<file path="config.mk">
export PLATFORM = sky130hd
export DESIGN_NAME = x86_64_mov_ret_encoder_top
export DESIGN_NICKNAME = d
export VERILOG_FILES = /design/src/sv/xmre_pkg.sv /design/src/sv/xmre_front.sv /design/src/sv/xmre_queue.sv /design/src/sv/xmre_back.sv /design/src/sv/x86_64_mov_ret_encoder_top.sv
export SDC_FILE = /design/constraint.sdc
export NUM_CORES = 1
export LEC_CHECK = 0
export BUFFER_PORTS_ARGS = -buffer_cell sky130_fd_sc_hd__buf_2
export CAP_MARGIN = 20
export CORE_MARGIN = 4
export CORE_UTILIZATION = 40
export DETAILED_ROUTE_END_ITERATION = 10
export GPL_TIMING_DRIVEN = 0
export PLACE_DENSITY = 0.57
export RECOVER_POWER = 25
export REMOVE_ABC_BUFFERS = 1
export SYNTH_ARGS = -nofsm -noshare
export SYNTH_HDL_FRONTEND = slang
export SYNTH_SLANG_ARGS = --single-unit
</file>
<file path="constraint.sdc">
create_clock -name clk -period 7.6 [get_ports clk]
set_input_delay 0.38 -clock clk [delete_from_list [all_inputs] [get_ports clk]]
set_output_delay 0.38 -clock clk [all_outputs]
set_load 0.05 [all_outputs]
</file>
<file path="src/sv/xmre_pkg.sv">
// Types and constants of the MOV/RET encoder.
`default_nettype none
package xmre_pkg;

  localparam int SLOTS  = 13;
  localparam int SLOT_W = 4;

  // Byte slots of an encoded instruction, in emission order.
  localparam logic [SLOT_W-1:0] SLOT_P67   = 4'd0;
  localparam logic [SLOT_W-1:0] SLOT_P66   = 4'd1;
  localparam logic [SLOT_W-1:0] SLOT_REXW  = 4'd2;
  localparam logic [SLOT_W-1:0] SLOT_OPC   = 4'd3;
  localparam logic [SLOT_W-1:0] SLOT_MODRM = 4'd4;
  localparam logic [SLOT_W-1:0] SLOT_DISP0 = 4'd5;
  localparam logic [SLOT_W-1:0] SLOT_DISP1 = 4'd6;
  localparam logic [SLOT_W-1:0] SLOT_DISP2 = 4'd7;
  localparam logic [SLOT_W-1:0] SLOT_DISP3 = 4'd8;
  localparam logic [SLOT_W-1:0] SLOT_IMM0  = 4'd9;
  localparam logic [SLOT_W-1:0] SLOT_IMM1  = 4'd10;
  localparam logic [SLOT_W-1:0] SLOT_IMM2  = 4'd11;
  localparam logic [SLOT_W-1:0] SLOT_IMM3  = 4'd12;

  localparam logic [7:0] BYTE_RET     = 8'hC3;
  localparam logic [7:0] BYTE_MOV_R8  = 8'h88;
  localparam logic [7:0] BYTE_MOV_R   = 8'h89;
  localparam logic [7:0] BYTE_MOV_I8  = 8'hC6;
  localparam logic [7:0] BYTE_MOV_I   = 8'hC7;
  localparam logic [7:0] BYTE_REXW    = 8'h48;
  localparam logic [7:0] BYTE_ADDR32  = 8'h67;
  localparam logic [7:0] BYTE_DATA16  = 8'h66;

  localparam logic       CMD_RET = 1'b0;
  localparam logic       CMD_MOV = 1'b1;

  localparam logic [1:0] DK_REG = 2'd0;
  localparam logic [1:0] DK_PTR = 2'd1;
  localparam logic [1:0] DK_SYM = 2'd2;

  localparam logic       SK_REG = 1'b0;
  localparam logic       SK_IMM = 1'b1;

  localparam logic [2:0] W_8  = 3'd1;
  localparam logic [2:0] W_16 = 3'd2;
  localparam logic [2:0] W_32 = 3'd3;
  localparam logic [2:0] W_64 = 3'd4;

  localparam logic [2:0] REG_SP = 3'd4;
  localparam logic [2:0] REG_BP = 3'd5;

  localparam logic [1:0] MOD_IND    = 2'd0;
  localparam logic [1:0] MOD_DISP32 = 2'd2;
  localparam logic [1:0] MOD_REG    = 2'd3;

  localparam logic [1:0] ST_OK       = 2'd0;
  localparam logic [1:0] ST_SIZE     = 2'd1;
  localparam logic [1:0] ST_MEMSIZE  = 2'd2;
  localparam logic [1:0] ST_OPERANDS = 2'd3;

  typedef struct packed {
    logic               command;
    logic [1:0]         dest_kind;
    logic [2:0]         dest_reg;
    logic [2:0]         dest_size;
    logic               src_kind;
    logic [2:0]         src_reg;
    logic [2:0]         src_size;
    logic [2:0]         mem_size;
    logic signed [31:0] displacement;
    logic [31:0]        immediate;
  } cmd_t;

  typedef struct packed {
    logic [7:0] byte_value;
    logic       last;
    logic       reloc_start;
    logic [1:0] status;
  } code_t;

  typedef struct packed {
    logic [SLOTS-1:0] mask;
    logic [1:0]       status;
    logic             reloc;
    logic [7:0]       opc;
    logic [7:0]       modrm;
    logic [31:0]      disp;
    logic [31:0]      imm;
  } desc_t;

endpackage
`default_nettype wire

</file>
<file path="src/sv/xmre_front.sv">
// Front end: accepts instruction words and turns them into byte-slot descriptors.
`default_nettype none
module xmre_front (
  input  wire logic           valid,
  output logic                stall,
  input  wire xmre_pkg::cmd_t cmd,
  input  wire logic           full,
  output logic                push,
  output xmre_pkg::desc_t     desc
);
  import xmre_pkg::*;

  logic       err;
  logic [1:0] err_code;
  logic [2:0] data;
  logic [1:0] mod;
  logic [2:0] rm;
  logic [2:0] regf;
  logic       use_disp;
  logic       sym;

  function automatic logic width_ok(input logic [2:0] code);
    return (code >= W_8) && (code <= W_64);
  endfunction

  assign stall = full;
  assign push  = valid && !full;

  always_comb begin
    err      = 1'b0;
    err_code = ST_OK;
    data     = cmd.dest_size;
    if (cmd.dest_kind == 2'd3) begin
      err      = 1'b1;
      err_code = ST_OPERANDS;
    end else if (cmd.dest_kind == DK_REG && cmd.src_kind == SK_REG) begin
      data = cmd.dest_size;
      if (cmd.dest_size != cmd.src_size || !width_ok(cmd.dest_size)) begin
        err      = 1'b1;
        err_code = ST_SIZE;
      end
    end else if (cmd.src_kind == SK_REG) begin
      data = cmd.src_size;
      if (!width_ok(cmd.src_size)) begin
        err      = 1'b1;
        err_code = ST_SIZE;
      end
    end else if (cmd.dest_kind == DK_REG) begin
      data = cmd.dest_size;
      if (!width_ok(cmd.dest_size)) begin
        err      = 1'b1;
        err_code = ST_SIZE;
      end
    end else begin
      data = cmd.mem_size;
      if (!width_ok(cmd.mem_size)) begin
        err      = 1'b1;
        err_code = ST_MEMSIZE;
      end
    end
    if (!err && cmd.dest_kind == DK_PTR && cmd.dest_reg == REG_SP) begin
      err      = 1'b1;
      err_code = ST_OPERANDS;
    end
  end

  always_comb begin
    regf     = (cmd.src_kind == SK_IMM) ? 3'd0 : cmd.src_reg;
    rm       = cmd.dest_reg;
    mod      = MOD_REG;
    use_disp = 1'b0;
    sym      = 1'b0;
    unique case (cmd.dest_kind)
      DK_REG: begin
        mod = MOD_REG;
      end
      DK_PTR: begin
        if (cmd.displacement != 32'sd0 || cmd.dest_reg == REG_BP) begin
          mod      = MOD_DISP32;
          use_disp = 1'b1;
        end else begin
          mod = MOD_IND;
        end
      end
      default: begin
        mod      = MOD_IND;
        rm       = REG_BP;
        use_disp = 1'b1;
        sym      = 1'b1;
      end
    endcase
  end

  always_comb begin
    desc        = '0;
    desc.disp   = sym ? 32'd0 : cmd.displacement;
    desc.imm    = cmd.immediate;
    desc.modrm  = {mod, regf, rm};
    desc.reloc  = sym;
    desc.status = ST_OK;
    if (cmd.command == CMD_RET) begin
      desc.mask[SLOT_OPC] = 1'b1;
      desc.opc            = BYTE_RET;
      desc.reloc          = 1'b0;
    end else if (err) begin
      desc.mask[SLOT_OPC] = 1'b1;
      desc.opc            = 8'd0;
      desc.status         = err_code;
      desc.reloc          = 1'b0;
    end else begin
      if (cmd.src_kind == SK_IMM) begin
        desc.opc = (data == W_8) ? BYTE_MOV_I8 : BYTE_MOV_I;
      end else begin
        desc.opc = (data == W_8) ? BYTE_MOV_R8 : BYTE_MOV_R;
      end
      desc.mask[SLOT_P67]   = (cmd.dest_kind == DK_PTR) && (cmd.dest_size == W_32);
      desc.mask[SLOT_P66]   = (data == W_16);
      desc.mask[SLOT_REXW]  = (data == W_64);
      desc.mask[SLOT_OPC]   = 1'b1;
      desc.mask[SLOT_MODRM] = 1'b1;
      desc.mask[SLOT_DISP0] = use_disp;
      desc.mask[SLOT_DISP1] = use_disp;
      desc.mask[SLOT_DISP2] = use_disp;
      desc.mask[SLOT_DISP3] = use_disp;
      desc.mask[SLOT_IMM0]  = (cmd.src_kind == SK_IMM);
      desc.mask[SLOT_IMM1]  = (cmd.src_kind == SK_IMM) && (data >= W_16);
      desc.mask[SLOT_IMM2]  = (cmd.src_kind == SK_IMM) && (data >= W_32);
      desc.mask[SLOT_IMM3]  = (cmd.src_kind == SK_IMM) && (data >= W_32);
    end
  end

endmodule
`default_nettype wire

</file>
<file path="src/sv/xmre_queue.sv">
// Short descriptor queue between the front end and the byte emitter.
`default_nettype none
module xmre_queue #(
  parameter int DEPTH = 2
) (
  input  wire logic            clk,
  input  wire logic            rst,
  input  wire logic            push,
  input  wire xmre_pkg::desc_t push_desc,
  output logic                 full,
  input  wire logic            pop,
  output logic                 nonempty,
  output xmre_pkg::desc_t      head
);
  import xmre_pkg::*;

  localparam int IDX_W = (DEPTH > 1) ? $clog2(DEPTH) : 1;
  localparam int CNT_W = $clog2(DEPTH + 1);
  localparam logic [IDX_W-1:0] LAST_IDX = IDX_W'(DEPTH - 1);
  localparam logic [CNT_W-1:0] FULL_CNT = CNT_W'(DEPTH);

  desc_t            slots [DEPTH];
  logic [IDX_W-1:0] wr_ptr;
  logic [IDX_W-1:0] rd_ptr;
  logic [CNT_W-1:0] count;
  logic             do_push;
  logic             do_pop;

  assign full     = (count == FULL_CNT);
  assign nonempty = (count != '0);
  assign head     = slots[rd_ptr];
  assign do_push  = push && !full;
  assign do_pop   = pop && nonempty;

  always_ff @(posedge clk) begin
    if (do_push) begin
      slots[wr_ptr] <= push_desc;
    end
  end

  always_ff @(posedge clk) begin
    if (rst) begin
      wr_ptr <= '0;
      rd_ptr <= '0;
      count  <= '0;
    end else begin
      if (do_push) begin
        wr_ptr <= (wr_ptr == LAST_IDX) ? '0 : wr_ptr + 1'b1;
      end
      if (do_pop) begin
        rd_ptr <= (rd_ptr == LAST_IDX) ? '0 : rd_ptr + 1'b1;
      end
      if (do_push && !do_pop) begin
        count <= count + 1'b1;
      end else if (do_pop && !do_push) begin
        count <= count - 1'b1;
      end
    end
  end

endmodule
`default_nettype wire

</file>
<file path="src/sv/xmre_back.sv">
// Back end: walks a descriptor's byte slots and drives the registered byte output.
`default_nettype none
module xmre_back (
  input  wire logic            clk,
  input  wire logic            rst,
  input  wire logic            q_nonempty,
  input  wire xmre_pkg::desc_t q_head,
  output logic                 q_pop,
  output logic                 valid,
  input  wire logic            stall,
  output xmre_pkg::code_t      code
);
  import xmre_pkg::*;

  desc_t             cur;
  logic [SLOTS-1:0]  rem;
  logic [SLOTS-1:0]  rem_next;
  logic              cur_valid;
  logic [SLOT_W-1:0] idx;
  logic [7:0]        sel_byte;
  logic              adv;
  logic              emit;
  logic              is_last;

  always_comb begin
    idx = SLOT_OPC;
    for (int i = SLOTS - 1; i >= 0; i--) begin
      if (rem[i]) begin
        idx = SLOT_W'(i);
      end
    end
  end

  always_comb begin
    unique case (idx)
      SLOT_P67:   sel_byte = BYTE_ADDR32;
      SLOT_P66:   sel_byte = BYTE_DATA16;
      SLOT_REXW:  sel_byte = BYTE_REXW;
      SLOT_OPC:   sel_byte = cur.opc;
      SLOT_MODRM: sel_byte = cur.modrm;
      SLOT_DISP0: sel_byte = cur.disp[7:0];
      SLOT_DISP1: sel_byte = cur.disp[15:8];
      SLOT_DISP2: sel_byte = cur.disp[23:16];
      SLOT_DISP3: sel_byte = cur.disp[31:24];
      SLOT_IMM0:  sel_byte = cur.imm[7:0];
      SLOT_IMM1:  sel_byte = cur.imm[15:8];
      SLOT_IMM2:  sel_byte = cur.imm[23:16];
      SLOT_IMM3:  sel_byte = cur.imm[31:24];
      default:    sel_byte = 8'd0;
    endcase
  end

  assign rem_next = rem & ~(SLOTS'(1) << idx);
  assign is_last  = (rem_next == '0);
  assign adv      = !valid || !stall;
  assign emit     = adv && cur_valid;
  assign q_pop    = q_nonempty && (!cur_valid || (emit && is_last));

  always_ff @(posedge clk) begin
    if (q_pop) begin
      cur <= q_head;
      rem <= q_head.mask;
    end else if (emit) begin
      rem <= rem_next;
    end
    if (emit) begin
      code.byte_value  <= sel_byte;
      code.last        <= is_last;
      code.reloc_start <= cur.reloc && (idx == SLOT_DISP0);
      code.status      <= cur.status;
    end
  end

  always_ff @(posedge clk) begin
    if (rst) begin
      cur_valid <= 1'b0;
      valid     <= 1'b0;
    end else begin
      if (q_pop) begin
        cur_valid <= 1'b1;
      end else if (emit && is_last) begin
        cur_valid <= 1'b0;
      end
      if (adv) begin
        valid <= emit;
      end
    end
  end

endmodule
`default_nettype wire

</file>
<file path="src/sv/x86_64_mov_ret_encoder_top.sv">
// Top level of the x86-64 MOV/RET encoder.
//
//   channel  direction  handshake            word
//   cmd      in         cmd_valid/cmd_stall   cmd_t: one described instruction
//   code     out        code_valid/code_stall code_t: one machine code byte
//
// An instruction gives one to twelve bytes, one per cycle from the back end
// while the code channel is not stalled.
// The back end fetches the next descriptor in the cycle its last byte is registered.
// The front end stalls only when the QUEUE_DEPTH entry queue is full.
// The code channel holds its word while stalled; reset empties the queue and
// clears both valid flags.
`default_nettype none
module x86_64_mov_ret_encoder_top #(
  parameter int QUEUE_DEPTH = 2
) (
  input  wire logic            clk,
  input  wire logic            rst,
  input  wire logic            cmd_valid,
  output logic                 cmd_stall,
  input  wire xmre_pkg::cmd_t  cmd,
  output logic                 code_valid,
  input  wire logic            code_stall,
  output xmre_pkg::code_t      code
);
  import xmre_pkg::*;

  desc_t front_desc;
  desc_t q_head;
  logic  push;
  logic  full;
  logic  pop;
  logic  nonempty;

  xmre_front u_front (
    .valid (cmd_valid),
    .stall (cmd_stall),
    .cmd   (cmd),
    .full  (full),
    .push  (push),
    .desc  (front_desc)
  );

  xmre_queue #(
    .DEPTH (QUEUE_DEPTH)
  ) u_queue (
    .clk       (clk),
    .rst       (rst),
    .push      (push),
    .push_desc (front_desc),
    .full      (full),
    .pop       (pop),
    .nonempty  (nonempty),
    .head      (q_head)
  );

  xmre_back u_back (
    .clk        (clk),
    .rst        (rst),
    .q_nonempty (nonempty),
    .q_head     (q_head),
    .q_pop      (pop),
    .valid      (code_valid),
    .stall      (code_stall),
    .code       (code)
  );

endmodule
`default_nettype wire

</file>
After elaboration in Yosys (flattened, before gate mapping)
Memory sizes are Yosys's and may differ from the RTL's. A register that Yosys moved wholly into a read port is not among the register bits.
Cells that the tools add are included.
Widths: inputs -> output; s select.

cells by class
  muxes and demuxes = 66
  eq/ne operators = 22
  reduce and logical (&&, ||, !) cells = 39
  bitwise logic cells = 3
  order comparisons = 8
  shift-type cells = 1
  add/subtract/negate cells = 4

operator list
  operator              number
  $pmux 8 s13           1
  $mux 4                13
  $mux 32               1
  $reduce_bool 32->1    1
  $mux 9                3
  $mux 13               2
  $mux 1                24
  $mux 3                8
  $eq 4x4->1 const B    5
  $logic_and 1x1->1     18
  $mux 2                9
  $eq 4x3->1 const B    4
  $mux 8                2
  $and 13x13->13        1
  $logic_not 13->1      1
  $not 13->13           1
  $shl 1x4->13 const A  1
  $eq 3x3->1 const B    3
  $ge 3x1->1 const B    3
  $le 3x3->1 const B    3
  $eq 4x2->1 const B    2
  $logic_not 1->1       8
  $reduce_bool 2->1     4
  $eq 3x2->1 const B    2
  other kinds (17)      23

word-level totals
  input port bits = 87
  memory bits (writable) = 190
  memories kept = 1
  register bits = 114

memories
  name           depth  bits a word  read ports  clocked after Yosys merged registers in  wr ports  RTL line          RTL
  u_queue.slots  2      95           1           1                                        1         xmre_queue.sv:22  desc_t slots [DEPTH];

Logic depth before layout (Yosys ltp)
Gate-level depths: netlist of run 1.

  depth after elaboration = 24
  gate-level depth with buffers = 14
  gate-level depth less buffers = 11

Cells and area by module
A second synthesis of run 1 with hierarchy kept.

second synthesis, totals
  cells, all modules = 787
  area, all modules = 13191.4 µm²

by module, submodules not included
  module      cells an instance  times used  seq. area each (µm²)  area an instance (µm²)
  xmre_queue  324                1           5865.6                7348.3
  xmre_back   296                1           3283.1                4633.2
  xmre_front  167                1           0.0                   1209.9

Worst setup path after synthesis of run 1
Ideal clock, no wire load.

  path kind = register -> register
  start = register u_queue.count[0]
  end = memory u_queue.slots[0][0] (netlist bit), enable pin
  slack = 2808 ps
  arrival = 4259 ps
  cell stages (with the launch flop) = 4
  cells stage by stage = dfxtp_1 -> nand2b_1 -> nand2_1 -> nor2_1

between the ends
  word-level cells in the longest chain between the ends = 6

RTL lines
  element                           RTL line                            RTL
  start: declaration                xmre_queue.sv:25                    logic [CNT_W-1:0] count;
  start signal: assignment          xmre_queue.sv:54                    count <= count + 1'b1;
  start signal: assignment          xmre_queue.sv:56                    count <= count - 1'b1;
  $eq 2x2->1 (*)                    xmre_queue.sv:29                    assign full = (count == FULL_CNT);
  $logic_not 1->1 (*)               xmre_front.sv:27, xmre_queue.sv:32
  $logic_and 1x1->1                 xmre_front.sv:27                    assign push = valid && !full;
  $logic_and 1x1->1 (*)             xmre_queue.sv:32                    assign do_push = push && !full;
  $mux 1 (*)                        xmre_queue.sv:36                    if (do_push) begin
  $mux 1 (not written as such) (*)  xmre_queue.sv:37                    slots[wr_ptr] <= push_desc;
  end: declaration                  xmre_queue.sv:22

Mark *: on every way between the ends. The rest lies on a longest branch, timed or not.

Worst setup path after layout of run 1
  start = register u_back.rem[8]
  end = register u_queue.count[1]

between the ends
  word-level cells in the longest chain between the ends = 20
  elaborated cells between the ends (all ways) = 22
  classes of those cells = shift (1); mux (10); bitwise (2); reduce/logical (9)

RTL lines
  element                                      RTL line          RTL
  start: declaration                           xmre_back.sv:16   logic [SLOTS-1:0] rem;
  start signal: assignment                     xmre_back.sv:62   rem <= q_head.mask;
  start signal: assignment                     xmre_back.sv:64   rem <= rem_next;
  $mux 4 (9 in series)                         xmre_back.sv:28   if (rem[i]) begin
  $shl 1x4->13                                 xmre_back.sv:53   assign rem_next = rem & ~(SLOTS'(1) << idx);
  $not 13->13                                  xmre_back.sv:53
  $and 13x13->13 (*)                           xmre_back.sv:53
  $logic_not 13->1 (*)                         xmre_back.sv:54   assign is_last = (rem_next == '0);
  $logic_and 1x1->1 (*)                        xmre_back.sv:57   assign q_pop = q_nonempty && (!cur_valid || (emit && is_last));
  $logic_or 1x1->1 (*)                         xmre_back.sv:57
  $logic_and 1x1->1 (*)                        xmre_back.sv:57
  $logic_and 1x1->1 (*)                        xmre_queue.sv:33  assign do_pop = pop && nonempty;
  $logic_not 1->1                              xmre_queue.sv:53  if (do_push && !do_pop) begin
  $logic_and 1x1->1                            xmre_queue.sv:53
  $mux 2 or $reduce_bool 2->1 (tied branches)  -

Marks and branches as above.
A chain may end at the register's enable or synchronous reset.

==> impl_metrics.json, run 1 <==
{
  "arrival_ns": 4.84,
  "post-route-min-period_ns": 4.36,
  "cellPowerDensity_nw_per_um2": 384,
  "relSlewSlack_pct": -52.2,
  "fillers": 2458,
  "hold_end": "u_queue.slots[1][31]",
  "async_flop_share_pct": 0,
  "initialDrtViolationCount": 449,
  "totalWireLength_mm": 24.8,
  "vias_per_cell": 5.21,
  "grt_pass1_vias": 6713,
  "ios": 101,
  "antenna_found_initial": 0,
  "clkTransAtPathRegs_ns": 0.06,
  "setup_viol": 0,
  "seqCellArea_um2": 8520,
  "synth_cells": 692,
  "tns_ns": 0,
  "drv_slew": 44,
  "ys_ff_latch": 286,
  "clockBufferDepth": 3,
  "ys_types": 70,
  "fin_worst_skew_ns": 0.0101,
  "crit_type": "flop to flop",
  "fin_ws_ns": 3.24,
  "io_buffers": 100,
  "core_area_um2": 28600,
  "synth_compound_area_share_pct": 5.84,
  "r2r-end": "u_queue.count[1]",
  "ir_drop_uv": 216,
  "area_growth_pct": 17.5,
  "yosysSeqAreaShare_pct": 73.5,
  "violations": "capacitance limit, slew limit",
  "ant_nets": 0,
  "fin_nets": 905,
  "drc_errors": 0,
  "hp-start": "cmd[31]",
  "grtUsageTotal_pct": 15.5,
  "n_antenna_cell": 0,
  "vias": 6375,
  "yosysWarnings": 0,
  "grt_max_degree": 49,
  "fin_crit_sh_pct": 57.4,
  "synthSimpleGateAreaFrac_pct": 7.18,
  "synth.mux.area_fraction_pct": 10.9,
  "end_kind": "flop",
  "h-tree-depth": 1,
  "synth_ff_type": "edfxtp_1",
  "gp_congestion": 0.847,
  "drive_above_1_share_pct": 28.5,
  "worstSkewPairLatency_ns": 0.56,
  "setup.worst_path.start_class": "flop",
  "worstRegToRegCells": 12,
  "power.leakage_nw": 4.67,
  "rr_startpoint": "u_back.rem[8]",
  "die_h_um": 178,
  "syn_area_um2": 11600,
  "overflow": 0,
  "synth_edf_count": 279,
  "wire_per_inst_um": 20.3,
  "clock.fmax_ghz": 0.229,
  "start_util_pct": 40.5,
  "hold_violations": 0,
  "place_worst_setup_slack_ns": 3.26,
  "grt_pass1_wl_mm": 38.1,
  "max_cap_viol_count": 1,
  "rsz0062_at_grt": "no",
  "first_pass_iters": 4,
  "cts_root_buffer": "clkbuf_16",
  "synth.avg_cell_area_um2": 16.7,
  "worst_slew_pin_slew_ns": 2.28,
  "worstPathRequired_ns": 8.08,
  "holdPathStages": 1,
  "cp_max_fo": 33,
  "holdCritPathClass": "primary input to flop",
  "synth_top_family_by_area": "multiplexers",
  "multi_input_area_um2": 2890,
  "cts_made_buffers": 30,
  "status": "finished, violations left",
  "cts-resized-gates": 0,
  "cts_tree": "done",
  "synth_xor_area_share_pct": 0.680,
  "rrSetupSlack_ns": 3.24,
  "dp_hpwl_mm": 16.6,
  "synthAdderAreaFrac_pct": 0.194,
  "die_area_um2": 31800,
  "clkSinkCount": 286,
  "num_rows": 62,
  "die_w_um": 178
}
cells by family after synthesis:
| kind of cell | after synthesis |
|---|---|
| AO/OA/AOI/OAI | 89 |
| multiplexers | 116 |
| adder cells (fa/ha/maj) | 2 |
| XOR/XNOR | 9 |
| AND/OR/NAND/NOR | 148 |
| buffers and inverters | 42 |
| flip-flops | 286 |
flip-flops by register name, summed over array words and instances (netlist names), named ones only:
signal / cells
u_queue.count: 2
u_back.valid: 1
u_back.rem: 13
u_queue.slots: 174
u_queue.rd_ptr: 1
u_back.cur_valid: 1
u_queue.wr_ptr: 1
u_back.code: 12
u_back.cur: 80
Yosys cell counts, types with 3 or more instances:
| master | count | area [µm²] |
|---|---|---|
| a22o_1 | 3 | 26.3 |
| o211ai_1 | 3 | 22.5 |
| o21ai_0 | 15 | 75.1 |
| o221ai_1 | 3 | 26.3 |
| a22oi_1 | 6 | 45.0 |
| buf_2 | 4 | 20.0 |
| xor2_1 | 3 | 26.3 |
| nand3_1 | 3 | 15.0 |
| and3_1 | 5 | 31.3 |
| nor4_1 | 12 | 75.1 |
| a221o_1 | 6 | 60.1 |
| dfxtp_1 | 7 | 140 |
| mux2i_1 | 31 | 310 |
| or2_2 | 7 | 43.8 |
| inv_1 | 13 | 48.8 |
| buf_6 | 3 | 33.8 |
| nor2_1 | 29 | 109 |
| edfxtp_1 | 279 | 8380 |
| nand2_1 | 23 | 86.3 |
| mux2_2 | 85 | 957 |
| xnor2_1 | 6 | 52.6 |
| a221oi_1 | 5 | 43.8 |
| clkbuf_1 | 18 | 67.6 |
| nor3_1 | 8 | 40.0 |
| a21oi_1 | 16 | 80.1 |
| or3_1 | 4 | 25.0 |
| nor2b_1 | 40 | 250 |
| a21boi_0 | 3 | 22.5 |
power by group:
group	internal [mW]	switching, mW	total [mW]	leakage, nW
clock network	0.736	0.585	1.32	0.435
registers	2.30	0.219	2.52	2.70
logic	0.547	0.849	1.40	1.54
repair_timing:
| item | in CTS | in global routing |
|---|---|---|
| hold buffers | 12 | 0 |
| hold endpoints to repair | 24 | 0 |
| buffers inserted | 0 | 0 |
area by class of cell:
cell class                 instances  share of cell area, %
tap                              384                   3.53
clock buffer                      39                   5.84
multi-input combinational        364                   21.3
clock inverter                    15                  0.653
sequential                       286                   62.6
timing repair buffer             122                   5.77
inverter                          13                  0.358
worst max-delay path by stage:
stage	from	endpoint	slack (ns)	cells after the start
2_1_floorplan	u_queue.count[0]	u_queue.slots[0][0]	2.81	3
3_3_place_gp	u_queue.count[0]	u_queue.slots[0][0]	0.43	3
3_5_place_dp	u_back.rem[8]	u_queue.count[1]	3.26	12
4_1_cts	u_back.rem[9]	u_queue.count[1]	3.26	12
5_1_grt	u_back.rem[9]	u_queue.count[1]	2.93	12
6_report	u_back.rem[8]	u_queue.count[1]	3.24	12
stage by stage:
step / total power [mW] / hold WS [ns] / std cells / area [µm²] / util, %
3_5_place_dp: 3.96 / 0.409 / 1157 / 12600 / 44.2
4_1_cts: 5.29 / 0.00384 / 1223 / 13600 / 47.7
2_1_floorplan: 3.44 / 0.400 / 663 / 11400 / -
6_report: 5.23 / 0.0183 / 1223 / 13600 / 47.6
3_3_place_gp: 3.91 / 0.408 / 1147 / 12400 / 43.4
5_1_grt: 5.49 / 0.00714 / 1223 / 13600 / 47.6
routing by layer:
| layer | track usage, % | share of wire [%] | up-vias |
|---|---|---|---|
| met5 | 0 | 0 | - |
| met4 | 4.57 | 2.7 | 0 |
| met3 | 2.29 | 4.6 | 52 |
| met2 | 26.5 | 49 | 193 |
| met1 | 20.8 | 44 | 3165 |
| li1 | - | - | 2965 |
worst max-delay path: stages (launching register included):
cell,delay [ns]
edfxtp_1,0.46
or2_2,0.39
a221oi_2,0.88
nand3_1,0.33
o21ai_2,0.28
a31oi_2,0.23
nor2_4,0.30
buf_12,0.26
buf_12,0.24
inv_1,0.08
ha_1,0.33
or3_1,0.38
a21oi_1,0.15
cells in the final DEF, fill, tap and decap left out, types with 4 or more instances in the layout:
master         instances
a21oi_1               15
a221o_1                6
a221oi_1               5
a22oi_1                6
and3_1                 4
buf_12                 5
buf_2                 77
clkbuf_1              31
clkbuf_16             30
clkinv_1               5
clkinv_2               7
dfxtp_1                6
dlygate4sd3_1         12
edfxtp_1             279
inv_1                 13
mux2_2                85
mux2i_1               31
nand2_1               23
nor2_1                28
nor2b_1               40
nor3_1                 8
nor4_1                12
o21ai_0               15
or2_2                  7
or3_1                  4
xnor2_1                6
Note: power is estimated with default switching activity, not from simulation.
==> run 2, diff against run 1 <==
ABC_AREA = 1   (was unset)
PLACE_DENSITY = 0.59   (was 0.57)
clock period = 3.95 ns   (was 7.6 ns; I/O delays follow)
==> impl_metrics.json, run 2 <==
{
  "fin_cells": 1537,
  "drv_slew": 38,
  "grt_pass1_wl_mm": 39.2,
  "h-tree-depth": 1,
  "ys_types": 38,
  "ir_drop_uv": 337,
  "synth_top_area_share_pct": 72.9,
  "syn_area_um2": 11500,
  "dp_hpwl_mm": 16.5,
  "crit_type": "primary input to flop",
  "worst-path-buf-inv": 5,
  "relSlewSlack_pct": -23.7,
  "cp_slowest_cell": "clkbuf_1",
  "worstSkewPairLatency_ns": 0.54,
  "vias_per_cell": 4.81,
  "synth.avg_cell_area_um2": 11.9,
  "cellPowerDensity_nw_per_um2": 695,
  "first_pass_iters": 5,
  "yosysMostFrequentCell": "nand2_1",
  "reg_top3": "u_queue.slots: 174 flops, u_back.cur: 80 flops, u_back.rem: 13 flops",
  "yosysWarnings": 0,
  "n_antenna_cell": 0,
  "utilization_pct": 50.0,
  "gp_congestion": 0.840,
  "start_util_pct": 40.9,
  "die_w_um": 178,
  "layout_common_cells": "nand2_1, edfxtp_1, inv_1, buf_2, nor2_1",
  "ios": 101,
  "regMostFlops": "u_queue.slots",
  "cpMostUsedCell": "nor2_1",
  "post_cts_buffers": 0,
  "die_area_um2": 31500,
  "cp_max_fo": 37,
  "cpLargestDelayFamily": "buffers and inverters",
  "power.leakage_nw": 5.72,
  "setup.worst_path.start_class": "primary input",
  "grt_max_degree": 76,
  "antenna_found_initial": 0,
  "status": "finished, violations left",
  "cts_root_buffer": "clkbuf_16",
  "clkSinkCount": 286,
  "layout_commonest_cell": "nand2_1",
  "overflow": 0,
  "cts_tree": "done",
  "synth_ff_type": "edfxtp_1",
  "synth_common_cells": "nand2_1, edfxtp_1, inv_1",
  "rsz0062_at_grt": "no",
  "die_h_um": 178,
  "wire_per_inst_um": 16.5,
  "core_area_um2": 28100,
  "worst_slew_pin_slew_ns": 1.86,
  "setup_viol": 0,
  "fin_nets": 1227,
  "drive_above_1_share_pct": 13.2,
  "vias": 7397,
  "grt_pass1_vias": 7157,
  "fillers": 2499,
  "totalWireLength_mm": 25.4,
  "synth_cells": 966,
  "end_kind": "flop",
  "place_inst": 1429,
  "totalPowerFinal_mw": 9.77,
  "largest_reg_flops": 174,
  "post-route-min-period_ns": 3.34,
  "cts_made_buffers": 29,
  "tns_ns": 0,
  "ys_top_cells_by_area": "edfxtp_1, nand2_1, inv_1, nor2_1, dfxtp_1",
  "fin_crit_sh_pct": 84.5,
  "grtUsageTotal_pct": 16.0,
  "clockBufferDepth": 3,
  "ant_nets": 0,
  "drc_errors": 0,
  "clock.fmax_ghz": 0.300,
  "initialDrtViolationCount": 491,
  "violations": "capacitance limit, slew limit",
  "yosys.area.top_type": "edfxtp_1",
  "io_buffers": 100,
  "crit_chain": "clkbuf_1 > nor2_1 > inv_1 > nor2_1 > o21ai_0 > nand3_1 > nor2_1 > inv_1 > nor2_1 > inv_1 > nor2_1 > inv_2 > nor2_1 > o21a_1 > o21a_1",
  "cts-resized-gates": 0,
  "worstPathRequired_ns": 4.35,
  "ys_ff_latch": 286,
  "area_growth_pct": 22.2,
  "async_flop_share_pct": 0,
  "arrival_ns": 3.74,
  "hold_violations": 0,
  "fin_worst_skew_ns": 0.0108,
  "num_rows": 61,
  "holdCritPathClass": "primary input to flop",
  "max_cap_viol_count": 1,
  "synth_edf_count": 279,
  "crit_path_max_incr_delay_ns": 1.30,
  "yosysSeqAreaShare_pct": 74.1,
  "clkTransAtPathRegs_ns": 0.06
}
==> run 2: changes by cell type after synthesis, moves of 7 or more <==
| cell | before | now |
|---|---|---|
| nand2_1 | 23 | 340 |
| nand2_2 | 0 | 7 |
| inv_2 | 0 | 9 |
| inv_1 | 13 | 90 |
| mux2_2 | 85 | 0 |
| nor2_1 | 29 | 70 |
| nand3_1 | 3 | 24 |
| mux2i_1 | 31 | 4 |
| nand4_1 | 1 | 17 |
| nor2b_1 | 40 | 0 |
==> run 2: cell type report <==
class	count	area (µm²)	share of cell area [%]
timing repair buffer	167	1250	8.90
clock buffer	33	741	5.27
sequential	286	8520	60.6
clock inverter	18	173	1.23
multi-input combinational	556	2510	17.9
tap	378	473	3.37
inverter	99	377	2.68
==> run 2: routing by layer <==
| metal | vias up | routed length (µm) | global-route usage (%) |
|---|---|---|---|
| met5 | - | 0 | 0 |
| met4 | 0 | 498 | 3.77 |
| met3 | 36 | 1460 | 2.73 |
| met2 | 210 | 12600 | 27.1 |
| met1 | 3513 | 10800 | 21.7 |
| li1 | 3638 | - | - |
==> run 2: through the flow <==
stage / hold slack [ns] / setup slack [ns] / cell area [µm²]
after floorplan: 0.267 / -0.778 / 11400
after global placement: 0.386 / -3.56 / 12400
after detailed placement: 0.389 / 0.581 / 12600
after CTS: 0.00617 / 0.561 / 14100
after global routing: 0.0159 / 0.242 / 14100
final: 0.0216 / 0.611 / 14100
==> run 2: path summary, 6_finish.rpt <==
path,cells after the start,slack (ns),endpoint,start
max,15,0.61,u_queue.slots[1][93],cmd[81]
min,3,0.02,u_queue.slots[1][44],cmd[44]
max reg2reg,22,0.61,u_back.cur[48],u_back.rem[11]
min reg2reg,0,0.42,u_back.code[1],u_back.cur[82]
==> run 2: cell families after synthesis <==
family                     Yosys count  synth area share, %
AOI/OAI and AO/OA                   71                 4.07
xor gates and xnor gates             6                0.457
adders and majority gates            1                0.109
buffers and inverters              124                 4.12
DFF                                286                 74.1
muxes                                4                0.348
and+or+nand+nor                    474                 16.8
==> run 2: worst register-to-register path, delay by kind of cell (launching register included) <==
kind                   cells  cell delay, ns
AND/OR/NAND/NOR           19            1.75
buffers and inverters      3            0.79
flip-flops                 1            0.43
==> run 2: what timing repair did <==
item                                   in CTS  in global routing
hold buffers                               57                  0
setup endpoints to repair                   0                  0
endpoints found under the hold margin     115                  0
==> run 2: power by group <==
part | switching, mW | internal [mW] | leakage [nW]
clock | 1.09 | 1.54 | 0.455
combinational | 1.71 | 0.678 | 2.56
sequential | 0.306 | 4.44 | 2.70
==> run 3, diff against run 2 <==
PLACE_DENSITY = 0.57   (was 0.59)
clock period = 3.3 ns   (was 3.95 ns; I/O delays follow)
==> impl_metrics.json, run 3 (synthesis gave the netlist of run 2 again) <==
{
  "cellPowerDensity_nw_per_um2": 827,
  "seq_power_share_pct": 48.3,
  "totalWireLength_mm": 25.8,
  "fin_nets": 1240,
  "overflow": 0,
  "n_antenna_cell": 0,
  "area_growth_pct": 23.4,
  "vias_per_cell": 4.74,
  "ios": 101,
  "antenna_found_initial": 0,
  "clkSinkCount": 286,
  "drive_above_1_share_pct": 13.6,
  "setup.worst_path.start_class": "flop",
  "grt_max_degree": 71,
  "wire_per_inst_um": 16.6,
  "p_sw_share_pct": 32.6,
  "die_w_um": 178,
  "largest_reg_flops": 174,
  "dp_hpwl_mm": 16.7,
  "worstPathRequired_ns": 3.72,
  "drc_errors": 0,
  "holdCritPathClass": "primary input to flop",
  "crit_type": "flop to flop",
  "arrival_ns": 3.51,
  "die_h_um": 178,
  "fin_worst_skew_ns": 0.0134,
  "worstSkewPairLatency_ns": 0.55,
  "clkTransAtPathRegs_ns": 0.06,
  "post-route-min-period_ns": 3.08,
  "place_inst": 1429,
  "hold_violations": 0,
  "io_buffers": 100,
  "cp_max_fo": 5,
  "gp_congestion": 0.880,
  "reg_top3": "u_queue.slots: 174 flops, u_back.cur: 80 flops, u_back.rem: 13 flops",
  "p_int_mw": 7.91,
  "cts_tree": "done",
  "end_kind": "flop",
  "ant_nets": 0,
  "first_pass_iters": 5,
  "setup_viol": 0,
  "max_cap_viol_count": 0,
  "comb_power_share_pct": 26.1,
  "relSlewSlack_pct": 41.0,
  "status": "complete, no violations",
  "num_rows": 61,
  "clock.fmax_ghz": 0.324,
  "vias": 7363,
  "core_area_um2": 28100,
  "place_worst_setup_slack_ns": -0.0491,
  "p_clk_share_pct": 25.6,
  "fin_ws_ns": 0.216,
  "fillers": 2511,
  "grt_pass1_wl_mm": 39.9,
  "cts_made_buffers": 29,
  "power.leakage_nw": 5.76,
  "fin_cells": 1553,
  "drv_slew": 0,
  "start_util_pct": 40.9,
  "regMostFlops": "u_queue.slots",
  "die_area_um2": 31500,
  "clockBufferDepth": 3,
  "grtUsageTotal_pct": 16.4,
  "worst_slew_pin_slew_ns": 0.882,
  "fin_hold_ws_ns": 0.0159,
  "ir_drop_uv": 354,
  "totalPowerFinal_mw": 11.7,
  "fin_crit_sh_pct": 93.5,
  "initialDrtViolationCount": 506,
  "cts_root_buffer": "clkbuf_16",
  "layout_common_cells": "nand2_1, edfxtp_1, inv_1, buf_2, nor2_1",
  "layout_commonest_cell": "nand2_1",
  "h-tree-depth": 1,
  "switching_power_mw": 3.82,
  "grt_pass1_vias": 7142
}
## run 3: cell count changes in the layout (fill, tap and decap cells not counted), moves of 2 or more
| cell | delta |
|---|---|
| clkbuf_1 | +3 |
| buf_16 | +2 |
| bufinv_16 | -2 |
| clkinv_1 | +5 |
| buf_4 | +5 |
| dlygate4sd3_1 | +6 |
| clkinv_2 | -3 |
## run 3: cell type report
cell class	instances	area, µm²	area share [%]
Sequential cell	286	8520	60.1
Multi-Input combinational cell	556	2550	18.0
Timing Repair Buffer	180	1400	9.83
Clock buffer	35	748	5.27
Tap cell	378	473	3.33
Inverter	99	387	2.73
Clock inverter	19	113	0.794
## run 3: layer usage
metal  part of all wire (%)  track usage [%]  vias up
li1                       -                -     3672
met1                     45             22.9     3481
met2                     49             27.3      169
met3                    4.6             2.62       41
met4                    2.1             3.93        0
met5                      0                0        -
## run 3: stage by stage
| stage | area (µm²) | utilization (%) | setup TNS [ns] |
|---|---|---|---|
| 4_1_cts | 14100 | 50.4 | 0 |
| 3_3_place_gp | 12400 | 44.0 | -1139.32 |
| 2_1_floorplan | 11400 | - | -280.72 |
| 5_1_grt | 14200 | 50.5 | -0.0209 |
| 3_5_place_dp | 12600 | 44.9 | -2.58 |
| 6_report | 14200 | 50.5 | 0 |
## run 3: worst max-delay path, stage by stage, from the launching register on
cell	delay, ns
edfxtp_1	0.43
inv_2	0.11
nand2_2	0.14
nor3_4	0.19
nand3_2	0.14
inv_2	0.10
nand2_1	0.06
inv_2	0.09
nand3_1	0.14
nand2_1	0.13
nand2_1	0.08
nor2_1	0.12
nand2_1	0.08
nor2_1	0.10
nand3_1	0.09
nand2_2	0.15
nand2_8	0.09
ha_4	0.26
a21oi_1	0.10
o21ai_0	0.12
o21ai_0	0.17
a21oi_1	0.05
## run 3: repair_timing
action,in CTS,in global routing
hold buffers,63,0
pin swaps,0,4
setup buffers,0,6
hold endpoints to repair,129,0
gates resized for setup,2,8
endpoints found under the setup margin,61,62
gates cloned,1,0
## run 3: power groups by stage
| stage | logic [mW] | registers [mW] | clock network (mW) |
|---|---|---|---|
| after detailed placement | 2.89 | 5.75 | 0 |
| after CTS | 3.04 | 5.67 | 3.06 |
| after global routing | 3.43 | 5.76 | 3.23 |
| after global placement | 2.62 | 5.96 | 0 |
| final | 3.07 | 5.67 | 3.00 |
| after floorplan | 1.60 | 5.94 | 0 |
## run 3: final timing paths
kind | to | slack, ns | depth (start not counted) | startpoint
setup / recovery | u_queue.count[1] | 0.22 | 21 | u_back.rem[0]
hold / removal | u_queue.slots[0][61] | 0.02 | 3 | cmd[61]
setup reg to reg | u_queue.count[1] | 0.22 | 21 | u_back.rem[0]
hold reg to reg | u_back.code[0] | 0.42 | 0 | u_back.cur[81]
